<file path="config.mk">
export PLATFORM = sky130hd
export DESIGN_NAME = utf8_stream_decoder
export DESIGN_NICKNAME = d
export VERILOG_FILES = /design/src/utf8d_pkg.sv /design/src/utf8d_decoder.sv /design/src/utf8d_result_fifo.sv /design/src/utf8_stream_decoder.sv
export SDC_FILE = /design/constraint.sdc
export NUM_CORES = 1
export LEC_CHECK = 0
export BUFFER_PORTS_ARGS = -buffer_cell sky130_fd_sc_hd__buf_2
export CAP_MARGIN = 15
export CORE_UTILIZATION = 40
export DETAILED_ROUTE_END_ITERATION = 8
export HOLD_SLACK_MARGIN = 0.06
export PLACE_DENSITY_LB_ADDON = 0.1
export SLEW_MARGIN = 20
export SYNTH_ARGS = -nofsm -noshare
export SYNTH_HDL_FRONTEND = slang
export SYNTH_HIERARCHICAL = 1
export SYNTH_SLANG_ARGS = --single-unit
</file>
<file path="constraint.sdc">
create_clock -name i_clk -period 12.5 [get_ports i_clk]
set_input_delay 1.875 -clock i_clk [delete_from_list [all_inputs] [get_ports i_clk]]
set_output_delay 1.875 -clock i_clk [all_outputs]
set_load 0.05 [all_outputs]
</file>
<file path="src/utf8d_pkg.sv">
// shared types and constants of the utf-8 stream decoder
`timescale 1ns / 1ps
`default_nettype none

package utf8d_pkg;

    localparam int unsigned CP_W        = 21;
    localparam int unsigned BATCH_MAX   = 4;
    localparam int unsigned FIFO_DEPTH  = 8;
    localparam int unsigned FIFO_AW     = $clog2(FIFO_DEPTH);
    localparam int unsigned FIFO_CW     = $clog2(FIFO_DEPTH + 1);
    localparam int unsigned BATCH_CW    = $clog2(BATCH_MAX + 1);

    localparam logic [CP_W-1:0] CP_REPLACEMENT = 21'h00FFFD;
    localparam logic [CP_W-1:0] CP_BOM         = 21'h00FEFF;
    localparam logic [CP_W-1:0] CP_MIN_2       = 21'h000080;
    localparam logic [CP_W-1:0] CP_MIN_3       = 21'h000800;
    localparam logic [CP_W-1:0] CP_MIN_4       = 21'h010000;
    localparam logic [CP_W-1:0] CP_SURR_LO     = 21'h00D800;
    localparam logic [CP_W-1:0] CP_SURR_HI     = 21'h00DFFF;
    localparam logic [CP_W-1:0] CP_MAX         = 21'h10FFFF;

    // pending sequence length, none when idle
    typedef enum logic [2:0] {
        SEQ_NONE = 3'd0,
        SEQ_2    = 3'd2,
        SEQ_3    = 3'd3,
        SEQ_4    = 3'd4
    } t_seq_len;

    typedef struct packed {
        logic [CP_W-1:0] code_point;
        logic            replaced;
        logic            last_of_run;
    } t_result;

    // all results caused by one input item
    typedef struct packed {
        logic [BATCH_CW-1:0]         count;
        t_result [BATCH_MAX-1:0]     item;
    } t_batch;

    function automatic t_seq_len lead_len(input logic [7:0] b);
        t_seq_len len;
        len = SEQ_NONE;
        if (b[7:5] == 3'b110) begin
            len = SEQ_2;
        end else if (b[7:4] == 4'b1110) begin
            len = SEQ_3;
        end else if (b[7:3] == 5'b11110) begin
            len = SEQ_4;
        end
        return len;
    endfunction

endpackage

`default_nettype wire

</file>
<file path="src/utf8d_decoder.sv">
// sequence state and per-byte decode into a batch of results
`timescale 1ns / 1ps
`default_nettype none

module utf8d_decoder
    import utf8d_pkg::*;
(
    input  wire logic       i_clk,
    input  wire logic       i_rst_n,
    input  wire logic       i_accept,
    input  wire logic [7:0] i_byte_in,
    input  wire logic       i_string_end,
    output t_batch          o_batch
);

    t_seq_len    r_exp, n_exp;
    logic [1:0]  r_held, n_held;
    logic [7:0]  r_hold0, r_hold1, r_hold2;
    logic [7:0]  n_hold0, n_hold1, n_hold2;
    logic        r_at_start, n_at_start;

    logic            pend;
    logic            cont;
    logic [1:0]      k1;
    logic [1:0]      k2;
    logic            mid_en;
    t_result         mid;
    t_result         rep;
    logic [CP_W-1:0] cp;
    logic            bad;
    t_seq_len        st_len;
    logic [BATCH_CW-1:0] cnt;

    always_comb begin
        n_exp      = r_exp;
        n_held     = r_held;
        n_hold0    = r_hold0;
        n_hold1    = r_hold1;
        n_hold2    = r_hold2;
        n_at_start = r_at_start;
        k1         = 2'd0;
        k2         = 2'd0;
        mid_en     = 1'b0;
        rep        = '{code_point: CP_REPLACEMENT, replaced: 1'b1, last_of_run: 1'b0};
        mid        = rep;
        cp         = '0;
        bad        = 1'b0;
        pend       = (r_exp != SEQ_NONE);
        cont       = (i_byte_in[7:6] == 2'b10);
        st_len     = lead_len(i_byte_in);

        if (pend && cont) begin
            if (({1'b0, r_held} + 3'd1) >= 3'(r_exp)) begin
                unique case (r_exp)
                    SEQ_2: begin
                        cp  = {10'd0, r_hold0[4:0], i_byte_in[5:0]};
                        bad = (cp < CP_MIN_2);
                    end
                    SEQ_3: begin
                        cp  = {5'd0, r_hold0[3:0], r_hold1[5:0], i_byte_in[5:0]};
                        bad = (cp < CP_MIN_3) || ((cp >= CP_SURR_LO) && (cp <= CP_SURR_HI));
                    end
                    SEQ_4: begin
                        cp  = {r_hold0[2:0], r_hold1[5:0], r_hold2[5:0], i_byte_in[5:0]};
                        bad = (cp < CP_MIN_4) || (cp > CP_MAX);
                    end
                    default: begin
                        cp  = '0;
                        bad = 1'b0;
                    end
                endcase
                if (bad) begin
                    mid_en = 1'b1;
                end else if (!((cp == CP_BOM) && r_at_start)) begin
                    mid_en = 1'b1;
                    mid    = '{code_point: cp, replaced: 1'b0, last_of_run: 1'b0};
                end
                n_exp      = SEQ_NONE;
                n_held     = 2'd0;
                n_at_start = 1'b0;
            end else begin
                unique case (r_held)
                    2'd1:    n_hold1 = i_byte_in;
                    2'd2:    n_hold2 = i_byte_in;
                    default: n_hold0 = i_byte_in;
                endcase
                n_held = r_held + 2'd1;
            end
        end else begin
            // no sequence pending or not a continuation: flush any held bytes, then restart on this byte
            if (pend) begin
                k1         = r_held;
                n_at_start = 1'b0;
            end
            if (!i_byte_in[7]) begin
                mid_en     = 1'b1;
                mid        = '{code_point: {13'd0, i_byte_in}, replaced: 1'b0,
                               last_of_run: 1'b0};
                n_at_start = 1'b0;
                n_exp      = SEQ_NONE;
                n_held     = 2'd0;
            end else if (st_len == SEQ_NONE) begin
                mid_en     = 1'b1;
                n_at_start = 1'b0;
                n_exp      = SEQ_NONE;
                n_held     = 2'd0;
            end else begin
                n_hold0 = i_byte_in;
                n_held  = 2'd1;
                n_exp   = st_len;
            end
        end

        if (i_string_end) begin
            if (n_exp != SEQ_NONE) begin
                k2     = n_held;
                n_exp  = SEQ_NONE;
                n_held = 2'd0;
            end
            n_at_start = 1'b1;
        end

        cnt = BATCH_CW'(k1) + BATCH_CW'(mid_en) + BATCH_CW'(k2);
        o_batch.count = cnt;
        for (int i = 0; i < BATCH_MAX; i++) begin
            o_batch.item[i] = (mid_en && (BATCH_CW'(i) == BATCH_CW'(k1))) ? mid : rep;
            o_batch.item[i].last_of_run = (BATCH_CW'(i) == (cnt - BATCH_CW'(1)));
        end
    end

    always_ff @(posedge i_clk) begin
        if (!i_rst_n) begin
            r_exp      <= SEQ_NONE;
            r_held     <= 2'd0;
            r_at_start <= 1'b1;
        end else if (i_accept) begin
            r_exp      <= n_exp;
            r_held     <= n_held;
            r_at_start <= n_at_start;
        end
    end

    always_ff @(posedge i_clk) begin
        if (i_accept) begin
            r_hold0 <= n_hold0;
            r_hold1 <= n_hold1;
            r_hold2 <= n_hold2;
        end
    end

endmodule

`default_nettype wire

</file>
<file path="src/utf8d_result_fifo.sv">
// result queue: takes a whole batch per cycle, gives one result per cycle while the reader is ready
`timescale 1ns / 1ps
`default_nettype none

module utf8d_result_fifo
    import utf8d_pkg::*;
(
    input  wire logic   i_clk,
    input  wire logic   i_rst_n,
    input  wire logic   i_push,
    input  t_batch      i_batch,
    output logic        o_space_ok,
    output logic        o_valid,
    input  wire logic   i_ready,
    output t_result     o_item
);

    t_result              r_mem [FIFO_DEPTH];
    logic [FIFO_AW-1:0]   r_wr, n_wr;
    logic [FIFO_AW-1:0]   r_rd, n_rd;
    logic [FIFO_CW-1:0]   r_count, n_count;
    logic                 pop;
    logic [BATCH_CW-1:0]  push_n;

    assign o_valid    = (r_count != '0);
    assign o_item     = r_mem[r_rd];
    assign o_space_ok = (r_count <= FIFO_CW'(FIFO_DEPTH - BATCH_MAX));
    assign pop        = o_valid && i_ready;
    assign push_n     = i_push ? i_batch.count : '0;

    always_comb begin
        n_wr    = r_wr + FIFO_AW'(push_n);
        n_rd    = r_rd + FIFO_AW'(pop);
        n_count = r_count + FIFO_CW'(push_n) - FIFO_CW'(pop);
    end

    always_ff @(posedge i_clk) begin
        if (!i_rst_n) begin
            r_wr    <= '0;
            r_rd    <= '0;
            r_count <= '0;
        end else begin
            r_wr    <= n_wr;
            r_rd    <= n_rd;
            r_count <= n_count;
        end
    end

    always_ff @(posedge i_clk) begin
        for (int k = 0; k < BATCH_MAX; k++) begin
            if (i_push && (BATCH_CW'(k) < i_batch.count)) begin
                r_mem[r_wr + FIFO_AW'(k)] <= i_batch.item[k];
            end
        end
    end

endmodule

`default_nettype wire

</file>
<file path="src/utf8_stream_decoder.sv">
// top level of the utf-8 stream decoder
//
// input channel: one raw byte per item (i_byte_in) with i_string_end set on
// the last byte of a string, moved by i_in_valid / o_in_ready
// output channel: one code point per item (o_code_point, o_replaced,
// o_last_of_run), moved by o_out_valid / i_out_ready
// each input byte gives zero to four results; o_last_of_run marks the last
// result caused by a byte, so a byte with no results (held continuation,
// dropped byte order mark) shows nothing on the output
// results of an accepted byte go into the registered result queue at the
// accepting clock edge; an empty queue offers the first in the cycle after
// throughput: one byte per cycle while o_in_ready is high; the decode of a
// byte is a single combinational pass against the sequence state, and its
// results fill an eight-entry result queue that drains one per ready cycle
// o_in_ready comes from the registered queue fill alone (room for four
// results), so a stalled receiver lets the queue fill and then holds off
// input, with no path from i_out_ready to o_in_ready
// reset (i_rst_n low at a clock edge) empties the queue, drops any pending
// sequence and treats the next byte as the start of a string
`timescale 1ns / 1ps
`default_nettype none

module utf8_stream_decoder
    import utf8d_pkg::*;
(
    input  wire logic            i_clk,
    input  wire logic            i_rst_n,
    input  wire logic            i_in_valid,
    output logic                 o_in_ready,
    input  wire logic [7:0]      i_byte_in,
    input  wire logic            i_string_end,
    output logic                 o_out_valid,
    input  wire logic            i_out_ready,
    output logic [CP_W-1:0]      o_code_point,
    output logic                 o_replaced,
    output logic                 o_last_of_run
);

    logic    accept;
    logic    space_ok;
    t_batch  batch;
    t_result head;

    // item taken only when the queue can hold a full batch
    assign o_in_ready = space_ok;
    assign accept     = i_in_valid && space_ok;

    utf8d_decoder u_decoder (
        .i_clk        (i_clk),
        .i_rst_n      (i_rst_n),
        .i_accept     (accept),
        .i_byte_in    (i_byte_in),
        .i_string_end (i_string_end),
        .o_batch      (batch)
    );

    utf8d_result_fifo u_result_fifo (
        .i_clk      (i_clk),
        .i_rst_n    (i_rst_n),
        .i_push     (accept),
        .i_batch    (batch),
        .o_space_ok (space_ok),
        .o_valid    (o_out_valid),
        .i_ready    (i_out_ready),
        .o_item     (head)
    );

    // result fields straight from the queue head
    assign o_code_point  = head.code_point;
    assign o_replaced    = head.replaced;
    assign o_last_of_run = head.last_of_run;

endmodule

`default_nettype wire

</file>
# == Word level (Yosys, flattened, before mapping) ==
# Memory sizes are Yosys's and may differ from the RTL's. A register that Yosys moved wholly into a read port is not among the register bits.
# Cells that the tools add are included.
# W data, S select, Z words.
# totals
inputBits,13
ram_bits,184
output_inout_bits,25
reg_bits,33
memories,1
# mem_list
name,depth,width,rd,rd_ports_with_merged_regs,write_ports,line_no,text
u_result_fifo.r_mem,8,23,1,1,4,utf8d_result_fifo.sv:18,t_result r_mem [FIFO_DEPTH];
# classes
magnitude_cmp,12
eq_ne,21
reduce_logical,27
bitwise,1
addsub,12
muxes,61
# op_table
op,n
$mux W23,8
$pmux W21 S3,1
$mux W21,2
$mux W3,11
$mux W5,5
$mux W1,24
$eq A21 B16 Y1 const B,1
$gt A21 B21 Y1 const B,1
$lt A21 B17 Y1 const B,1
$mux W18,1
$ge A16 B16 Y1 const B,1
$le A16 B16 Y1 const B,1
$lt A16 B12 Y1 const B,1
$mux W2,8
$logic_and A1 B1 Y1,13
$lt A11 B8 Y1 const B,1
$reduce_and A4 Y1,2
$add A3 B2 Y3 const B,2
$eq A2 B3 Y1 const A,2
$eq A3 B2 Y1 const B,2
$eq A3 B3 Y1 const B,2
$logic_not A3 Y1,2
$lt A1 B3 Y1 const A,2
$lt A2 B3 Y1 const A,2
33 further kinds,38

# == Depth between registers and ports, before layout ==
# Gate-level depths: netlist of run 1.
# logic_depth
depth_word,16
depth_mapped,21
depth_no_buf,20

# == Cells and area by module ==
# The synthesis of run 1 kept the hierarchy.
# by_module_without_submodules
mod,area_each_um2,n_inst,seq_area_each_um2,cells_per_inst
utf8d_result_fifo,12584.6,1,5725.5,1331
utf8d_decoder,2159.6,1,630.6,272
utf8_stream_decoder,6.3,1,0.0,1

# == Worst setup path before layout of run 1 ==
# No wires, ideal clock.
# synth_path
kind,input port to flip-flop
startpoint,input port i_byte_in[4]
endpoint,"memory u_result_fifo/r_mem[1][0] in the netlist's numbering, enable pin"
n_path_buf,3
arrival_ns,5.491
setup_time_ns,0.380
slack_ns,6.629
cell_stages,14
cell_sequence,nand3_1 > or4_4 > nor4_4 > a21o_1 > fa_1 > inv_1 > fa_1 > clkbuf_1 > a21o_1 > nand4_1 > and2_1 > clkbuf_1 > clkbuf_1 > nand2_1
# synth_lines
element,line_no,text
from (decl),utf8_stream_decoder.sv:30,"input wire logic [7:0] i_byte_in,"
to (decl),utf8d_result_fifo.sv:18,

==> flow_summary.yaml, run 1 <==
grt:
  grt_first_pass_wirelength_microns: 86700
  track_usage: 0.310
  grt_pass1_vias: 13016
  grt_max_degree: 47
  antenna_found_initial: 0
  grt-ovfl-total: 0
cts:
  clk_latency_ps: 560
  post_cts_buffers: 0
  post_cts_resized: 0
  cts.sinks: 217
  clk_pin_slew_ps: 60
  root_buffer: "clkbuf_16"
  cts_made_buffers: 27
  clockBufferDepth: 3
  htree_num_levels: 1
  cts-hold-fix-buffers: 0
  tritoncts: "built"
logic_synthesis:
  synth_adder_area_share: 0.0198
  synth_ff_type: "edfxtp_1"
  synthMuxAreaShare: 0.101
  netlist_area_sq_um: 14800
  synth_top_cell_by_area: "edfxtp_1"
  synth_top_family_by_area: "compound AO/OA/AOI/OAI gates"
  ys_seq_elements: 217
  synth.top_cell.area_share: 0.409
  async_flop_share: 0
  synth_xor_area_frac: 0.00704
  synth_edf_count: 201
  synth_compound_area_frac: 0.205
  synth_commonest_cells: "375 x nand2_1, 201 x edfxtp_1, 180 x o22ai_1"
  yosys.area_share.simple: 0.157
  synthTopCellsByArea: "edfxtp_1 41%, nand2_1 9.5%, o22ai_1 7.6%"
  avgSynthCellArea_sq_um: 9.20
  yosysSeqAreaShare: 0.431
  synthMostInstantiatedCell: "nand2_1"
  synth_cells: 1604
  yosysWarnings: 6
  ys_types: 66
critical_path:
  critPathArrivalTime_ps: 7180
  required_ps: 12600
  timing.critical_path.to_type: "flip-flop"
  cp_slowest_stage_delay_ps: 980
  cp-start-kind: "input port"
  worst_path_max_delay_cell: "and2_1"
  critPathKind: "in2reg"
  worstPathCellList: "buf_2 -> inv_1 -> nor3b_1 -> nand2_1 -> o21ai_0 -> nand2_1 -> fa_1 -> inv_1 -> fa_1 -> a21o_1 -> nand3_1 -> and2_1 -> nand2_2"
  path_max_fanout: 24
placement:
  place_hpwl_microns: 38100
  gp_congestion: 0.939
  port_buffers: 37
drt:
  drc: 0
  firstDrtPassIters: 7
  wl_per_cell_microns: 29.8
  num_vias: 13610
  antenna_left: 0
  drt_iter0_drc: 2373
  wl_microns: 59400
  vias_per_cell: 6.82
timing:
  finalMaxSlewViolations: 0
  hold_violations: 0
  timing.fmax_mhz: 141
  finalCriticalPeriod_ps: 7090
  rsz0062_at_grt: "false"
  setup_viol: 0
  tightest_slew_ps: 1260
  maxSlewHeadroom: 0.153
  finalSetupTns_ps: 0
  finClkSkew_ps: 13.0
  post-route-period-util: 0.567
finish:
  drive_above_1_share: 0.164
  diodes: 0
  nets: 1548
  utilization: 0.445
  syn_to_final_growth_pct: 8.32
floorplan:
  pin_count: 38
  dieArea_sq_um: 37600
  die_y_microns: 194
  die_w_microns: 194
  start_util: 0.411
  rows: 69
  core_area_sq_um: 35900
power_and_ir_drop:
  ir_worst_vdd_uv: 143
  power_density_nw_per_um2: 146
  leakage_uw: 0.00541
hold_path:
  hold_path.class: "reg2reg"
outcome:
  run_status: "finished clean"
flow_run:
  maxCapViolations: 0
## worst max-delay path: cells and delay by family
| kind | cells | cell delay [ps] |
|---|---|---|
| buffers and inverters | 3 | 430 |
| and+or+nand+nor | 6 | 3310 |
| AOI/OAI and AO/OA | 2 | 590 |
| adders and majority gates | 2 | 950 |
## metal layers
metal  vias to the layer above  global-route usage  part of all wire
met5                         -              0.0204            0.0018
met4                         2               0.141             0.054
met3                       230              0.0631              0.11
met2                      1068               0.492              0.45
met1                      6535               0.406              0.38
li1                       5775                   -                 -
## per-stage QoR
stage                     hold slack, ps  power, uW  cells  worst slack [ps]  cell area, sq um
final                                555       2330   1996              5410             16000
after floorplan                      462       1390   1618              6630             14800
after detailed placement             553       1550   1943              4710             15100
after CTS                            562       2340   1993              5240             15900
after global placement               546       1550   1942              4850             15000
after global routing                 578       2410   1996              5170             16000
## flip-flops by register name (all words and copies together) (netlist names)
signal                 cells
u_decoder/r_hold1          6
u_decoder/r_exp            3
u_decoder/r_at_start       1
u_result_fifo/r_rd         3
u_decoder/r_hold0          5
u_decoder/r_hold2          6
u_decoder/r_held           2
u_result_fifo/r_count      4
u_result_fifo/r_mem      184
u_result_fifo/r_wr         3
## where the power goes
part | internal [uW] | leakage, uW | switching (uW)
clock network | 460 | 0.000431 | 327
logic | 236 | 0.00305 | 424
registers | 846 | 0.00194 | 36.7
total | 1540 | 0.00541 | 788
## worst paths after layout
path / start / end / slack [ps] / cells after the start
setup reg to reg: u_decoder/r_held[0] / u_result_fifo/r_mem[3][4] / 5860 / 16
hold / removal: u_decoder/r_at_start / u_decoder/r_at_start / 550 / 2
hold reg to reg: u_decoder/r_at_start / u_decoder/r_at_start / 550 / 2
setup / recovery: i_byte_in[7] / u_result_fifo/r_mem[3][4] / 5410 / 13
## placed cells by master, fill, tap and decap left out, types with 17 or more instances in the layout
master	n
buf_2	37
ha_1	17
a21oi_1	102
mux2i_1	19
and2_1	23
edfxtp_1	201
inv_1	25
clkbuf_16	27
buf_4	61
mux2_2	24
nand2_1	373
o21ai_0	31
o22ai_1	179
mux4_2	46
a31oi_1	126
nand3_1	20
## cell type report
cell class | count | area [sq um]
timing repair buffer | 101 | 689
sequential | 217 | 6360
fill | 3462 | 19900
clock buffer | 30 | 687
inverter | 25 | 93.8
tap | 461 | 577
multi-input combinational | 1142 | 7370
clock inverter | 20 | 198
## cells by family (layout without fill, tap and decap cells)
logic type                 count (synthesis)  after routing
xor gates and xnor gates                  11             11
adders and majority gates                 21             21
and+or+nand+nor                          518            518
buffers and inverters                    259            176
muxes                                     89             89
AOI/OAI and AO/OA                        488            488
other                                      1             15
DFF                                      217            217
(Power assumes the default switching activity.)
==> inputs of run 2 (changes only) <==
- ABC_AREA: unset -> 1
- clock period: 12.5 -> 6.3 ns (I/O delays scaled with it)
==> flow_summary.yaml, run 2 <==
finish:
  multi_input_area_sq_um: 10000
  largest-register: "u_result_fifo/r_mem"
  nets: 2861
  drive_above_1_share: 0.0910
  ff_latch_area_sq_um: 6360
  utilization: 0.440
  syn_to_final_growth_pct: 7.77
  reg_top3: "u_result_fifo/r_mem x184, u_decoder/r_hold1 x6, u_decoder/r_hold2 x6"
  layout_commonest_cell: "nand2_1"
  finish.instance_area_sq_um: 20200
  diodes: 0
  largest_register_ffs: 184
  mostFrequentLayoutCells: "945 x nand2_1, 452 x nand3_1, 350 x o21ai_0"
  fill_cells: 4811
timing:
  finalSetupTns_ps: 0
  post-route-period-util: 0.881
  hold_violations: 0
  finalCriticalPeriod_ps: 5550
  final.setup.worst_slack_ps: 751
  rsz0062_at_grt: "false"
  finClkSkew_ps: 16.0
  timing.fmax_mhz: 180
  tightest_slew_ps: 1210
  finalMaxSlewViolations: 0
  maxSlewHeadroom: 0.193
  holdWs_ps: 563
  setup_viol: 0
placement:
  place_hpwl_microns: 49800
  port_buffers: 37
  dp_slack_ps: 883
  place_area_sq_um: 19100
  gp_congestion: 0.942
logic_synthesis:
  synth.top_cell.area_share: 0.323
  synth_commonest_cells: "945 x nand2_1, 452 x nand3_1, 350 x o21ai_0"
  synth_edf_count: 201
  yosysSeqAreaShare: 0.340
  yosysWarnings: 6
  synth_top_cell_by_area: "edfxtp_1"
  netlist_area_sq_um: 18700
  avgSynthCellArea_sq_um: 6.44
  ys_seq_elements: 217
  synthMostInstantiatedCell: "nand2_1"
  ys_types: 52
  async_flop_share: 0
  synth_cells: 2904
  synth_ff_type: "edfxtp_1"
  synthTopCellsByArea: "edfxtp_1 32%, nand2_1 19%, nand3_1 12%"
grt:
  track_usage: 0.344
  grt_max_degree: 72
  grt_first_pass_wirelength_microns: 122000
  antenna_found_initial: 1
  grt_pass1_vias: 19223
  grt-ovfl-total: 0
flow_run:
  maxCapViolations: 0
floorplan:
  dieArea_sq_um: 47600
  die_y_microns: 218
  pin_count: 38
  core_area_sq_um: 45800
  rows: 78
  start_util: 0.409
  die_w_microns: 218
critical_path:
  cp_slowest_stage_delay_ps: 600
  startpoint: "u_decoder/r_held[0]"
  crit_buf_inv: 6
  worstPathCellList: "inv_1 -> ha_1 -> inv_1 -> ha_1 -> nand3_1 -> nand3_1 -> nand2_1 -> nand2_2 -> a21oi_1 -> nand2_1 -> fa_1 -> inv_1 -> fa_1 -> nand2_4 -> o21ai_4 -> buf_4 -> nand2_1 -> nand2_1 -> inv_1 -> nand2_1 -> buf_4"
  r2r_start: "u_decoder/r_held[0]"
  worst_path_max_delay_cell: "o21ai_4"
  cpLargestDelayFamily: "simple AND/OR/NAND/NOR gates"
  r2r_slack_ps: 750
  cp_num_cells: 21
  cpMostUsedCell: "nand2_1"
  required_ps: 6550
  timing.critical_path.to_type: "flip-flop"
  path_max_fanout: 38
  critPathKind: "reg2reg"
  cp-start-kind: "flip-flop"
  timing.rr.end: "u_result_fifo/r_mem[6][18]"
  critPathArrivalTime_ps: 5800
  r2r_cells: 21
  crit_end: "u_result_fifo/r_mem[6][18]"
power_and_ir_drop:
  ir_worst_vdd_uv: 305
  power_density_nw_per_um2: 275
  leakage_uw: 0.00884
drt:
  drc: 0
  num_vias: 20426
  wl_microns: 82200
  vias_per_cell: 5.93
  firstDrtPassIters: 8
  antenna_left: 0
  wl_per_cell_microns: 23.9
  drt_iter0_drc: 3070
cts:
  post_cts_buffers: 0
  cts-hold-fix-buffers: 0
  clk_latency_ps: 590
  clockBufferDepth: 3
  htree_num_levels: 1
  post_cts_resized: 0
  cts.sinks: 217
  clk_pin_slew_ps: 60
  cts_made_buffers: 28
  tritoncts: "built"
  root_buffer: "clkbuf_16"
hold_path:
  hold_path.class: "reg2reg"
outcome:
  run_status: "finished clean"
run 2: changes by cell type after synthesis, moves of 126 or more:
cell	before	now
o22ai_1	180	0
nand2_1	375	945
nor2_1	16	186
inv_1	25	284
a31oi_1	126	0
nand3_1	22	452
o21ai_0	33	350
run 2: kinds of logic after synthesis:
family                     count (synthesis)  synth area share
buffers and inverters                    544             0.129
AOI/OAI and AO/OA                        442             0.121
DFF                                      217             0.340
and+or+nand+nor                         1673             0.391
xor gates and xnor gates                   6           0.00361
adders and majority gates                 21            0.0157
other                                      1          0.000201
run 2: layer usage:
layer | vias to the layer above | global-route usage | share of wire
met1 | 9401 | 0.463 | 0.39
met5 | - | 0 | 0.00015
met2 | 1469 | 0.514 | 0.42
met4 | 2 | 0.160 | 0.051
met3 | 314 | 0.0871 | 0.14
li1 | 9240 | - | -
run 2: worst register-to-register path, delay by kind of cell (launching register included):
kind / cells / cell delay, ps
and+or+nand+nor: 9 / 1520
buffers and inverters: 6 / 1230
adders and majority gates: 4 / 1210
AOI/OAI and AO/OA: 2 / 780
DFF: 1 / 470
run 2: metrics by stage:
step / std cells / total power [uW]
after floorplan: 2918 / 3090
after global placement: 3397 / 3690
after detailed placement: 3397 / 3710
after CTS: 3447 / 5500
after global routing: 3447 / 5740
final: 3447 / 5540
run 2: final cells by class:
cell class,instances,share of cell area
flip-flops and latches,217,0.315
repair buffers,125,0.0432
multi-input cells,2157,0.498
clock buffers,32,0.0366
clock inverters,18,0.0133
inverters,298,0.0560
well taps,600,0.0372
run 2: worst min path at each step:
| stage | slack (ps) | endpoint | start | cells after the start |
|---|---|---|---|---|
| after global routing | 570 | u_decoder/r_at_start | u_decoder/r_at_start | 2 |
| after floorplan | 470 | u_decoder/r_at_start | u_decoder/r_at_start | 2 |
| after global placement | 550 | u_result_fifo/r_count[0] | u_result_fifo/r_count[0] | 3 |
| after detailed placement | 560 | u_decoder/r_at_start | u_decoder/r_at_start | 2 |
| after CTS | 570 | u_decoder/r_at_start | u_decoder/r_at_start | 2 |
| final | 560 | u_decoder/r_at_start | u_decoder/r_at_start | 2 |
run 2: power by group:
| group | switching (uW) | internal [uW] |
|---|---|---|
| logic | 1520 | 426 |
| registers | 106 | 1680 |
| clock network | 679 | 1120 |
| total | 2310 | 3230 |
==> inputs of run 3 (changes only) <==
- SLEW_MARGIN: 20 -> unset
- SYNTH_HIERARCHICAL: 1 -> unset
==> flow_summary.yaml, run 3 <==
placement:
  dp_slack_ps: 443
  gp_congestion: 1.02
  port_buffers: 37
  place_hpwl_microns: 41900
  place_inst: 2263
timing:
  setup_viol: 0
  maxSlewHeadroom: 0.179
  final.setup.worst_slack_ps: 303
  rsz0062_at_grt: "false"
  finalSetupTns_ps: 0
  tightest_slew_ps: 1220
  finalCriticalPeriod_ps: 6000
  finalMaxSlewViolations: 0
  timing.fmax_mhz: 167
  post-route-period-util: 0.952
  finClkSkew_ps: 22.5
  hold_violations: 0
critical_path:
  critPathArrivalTime_ps: 6300
  r2r_start: "u_decoder.r_held[0]"
  path_max_fanout: 12
  worst_path_max_delay_cell: "nor2_1"
  timing.critical_path.to_type: "flip-flop"
  crit_buf_inv: 7
  required_ps: 6600
  critPathKind: "reg2reg"
  startpoint: "u_decoder.r_held[0]"
  cp_slowest_stage_delay_ps: 680
  cpLargestDelayFamily: "simple AND/OR/NAND/NOR gates"
  worstPathCellList: "inv_1 -> ha_1 -> inv_1 -> ha_1 -> nand3_1 -> nand3_1 -> nor2_1 -> nor2_1 -> and2_1 -> fa_1 -> fa_1 -> inv_1 -> nor3_2 -> buf_4 -> nor3_1 -> inv_2 -> nor2_4 -> nor2_1 -> inv_2 -> nor2_1 -> o21ai_2 -> buf_8"
  cpMostUsedCell: "nor2_1"
  cp-start-kind: "flip-flop"
finish:
  nets: 1877
  reg_top3: "u_result_fifo.r_mem x184, u_decoder.r_hold1 x6, u_decoder.r_hold2 x6"
  diodes: 0
  layout_commonest_cell: "nand2_1"
  drive_above_1_share: 0.102
  fill_cells: 3458
  utilization: 0.460
  mostFrequentLayoutCells: "359 x nand2_1, 269 x nor2_1, 225 x inv_1"
  fin_cells: 2307
  largest-register: "u_result_fifo.r_mem"
  largest_register_ffs: 184
  syn_to_final_growth_pct: 12.4
outcome:
  run_status: "finished clean"
logic_synthesis:
  syn-num-nets: 1839
  async_flop_share: 0
  synth_cells: 1805
  synth_ff_type: "edfxtp_1"
  yosysSeqAreaShare: 0.461
  netlist_area_sq_um: 13800
  synthMostInstantiatedCell: "nand2_1"
  ys_types: 49
  synthTopCellsByArea: "edfxtp_1 44%, nand2_1 9.8%, nor2_1 7.4%"
  synth.top_cell.area_share: 0.438
  avgSynthCellArea_sq_um: 7.63
  synth_top_cell_by_area: "edfxtp_1"
  ys_seq_elements: 217
  synth_edf_count: 201
  synth_commonest_cells: "359 x nand2_1, 271 x nor2_1, 226 x inv_1"
  yosysWarnings: 0
drt:
  firstDrtPassIters: 6
  wl_per_cell_microns: 24.6
  drt_iter0_drc: 1669
  wl_microns: 56800
  num_vias: 13475
  antenna_left: 0
  vias_per_cell: 5.84
  drc: 0
cts:
  root_buffer: "clkbuf_16"
  htree_num_levels: 1
  cts.sinks: 217
  clk_latency_ps: 560
  cts_made_buffers: 26
  clk_pin_slew_ps: 60
  tritoncts: "built"
  clockBufferDepth: 3
  post_cts_buffers: 0
power_and_ir_drop:
  leakage_uw: 0.00635
  power_density_nw_per_um2: 320
  ir_worst_vdd_uv: 296
floorplan:
  die_w_microns: 188
  dieArea_sq_um: 35200
  start_util: 0.409
  rows: 67
  die_y_microns: 188
  pin_count: 38
  core_area_sq_um: 33700
grt:
  grt_first_pass_wirelength_microns: 84400
  track_usage: 0.323
  grt_pass1_vias: 12654
  grt_max_degree: 62
  grt-ovfl-total: 0
  antenna_found_initial: 1
hold_path:
  holdCritStartpoint: "u_decoder.r_at_start"
  hold_path.class: "reg2reg"
flow_run:
  maxCapViolations: 0
run 3: cell types whose count changed in the layout (fill, tap and decap cells not counted), sizes merged, moves of 37 or more:
| cell | change |
|---|---|
| buf | -37 |
| o21ai | -187 |
| nand2 | -595 |
| inv | -58 |
| nor2 | +87 |
| nand3 | -328 |
run 3: cells by family after synthesis:
kind of cell / Yosys count / share of synthesized area
AOI/OAI and AO/OA: 353 / 0.144
xor gates and xnor gates: 5 / 0.00318
adders and majority gates: 21 / 0.0212
buffers and inverters: 323 / 0.0921
DFF: 217 / 0.461
and+or+nand+nor: 886 / 0.278
run 3: final timing paths:
kind / slack (ps) / cells after the start / end
setup / recovery: 300 / 22 / u_result_fifo.r_mem[7][3]
setup reg to reg: 300 / 22 / u_result_fifo.r_mem[7][3]
hold reg to reg: 550 / 2 / u_decoder.r_at_start
hold / removal: 550 / 2 / u_decoder.r_at_start
run 3: report_power, final:
part	leakage, uW	internal, uW	switching (uW)
Combinational	0.00404	419	1250
Clock	0.000402	883	637
Sequential	0.00191	1700	63.5
run 3: layer usage:
metal	vias up	track usage	routed length [microns]
met3	151	0.0429	4810
met1	6391	0.444	23700
li1	6157	-	-
met4	2	0.155	3100
met2	774	0.501	25200
met5	-	0	9
run 3: timing repair:
action,in CTS,in global routing
hold buffers,0,0
setup endpoints to repair,0,36
gates resized for setup,0,3
hold endpoints to repair,0,0
run 3: stage by stage:
| stage | hold slack (ps) | area [sq um] | total power [uW] |
|---|---|---|---|
| 6_report | 549 | 15500 | 4960 |
| 5_1_grt | 581 | 15500 | 5170 |
| 4_1_cts | 555 | 15500 | 4970 |
| 3_5_place_dp | 544 | 14600 | 3460 |
| 3_3_place_gp | 550 | 14600 | 3450 |
| 2_1_floorplan | 467 | 13800 | 2920 |
run 3: cell type report:
type / instances / area (sq um) / share of cell area
inverters: 245 / 925 / 0.0597
multi-input cells: 1265 / 6180 / 0.399
flip-flops and latches: 217 / 6360 / 0.411
well taps: 448 / 561 / 0.0362
repair buffers: 88 / 621 / 0.0401
clock inverters: 12 / 163 / 0.0105
clock buffers: 32 / 673 / 0.0435
run 3: worst register-to-register path: stages (launching register included):
cell and delay, ps:
dfxtp_1 530, inv_1 110, ha_1 340, inv_1 80
ha_1 290, nand3_1 90, nand3_1 200, nor2_1 330
nor2_1 120, and2_1 180, fa_1 380, fa_1 590
inv_1 90, nor3_2 100, buf_4 190, nor3_1 100
inv_2 220, nor2_4 110, nor2_1 680, inv_2 260
nor2_1 250, o21ai_2 270, buf_8 250
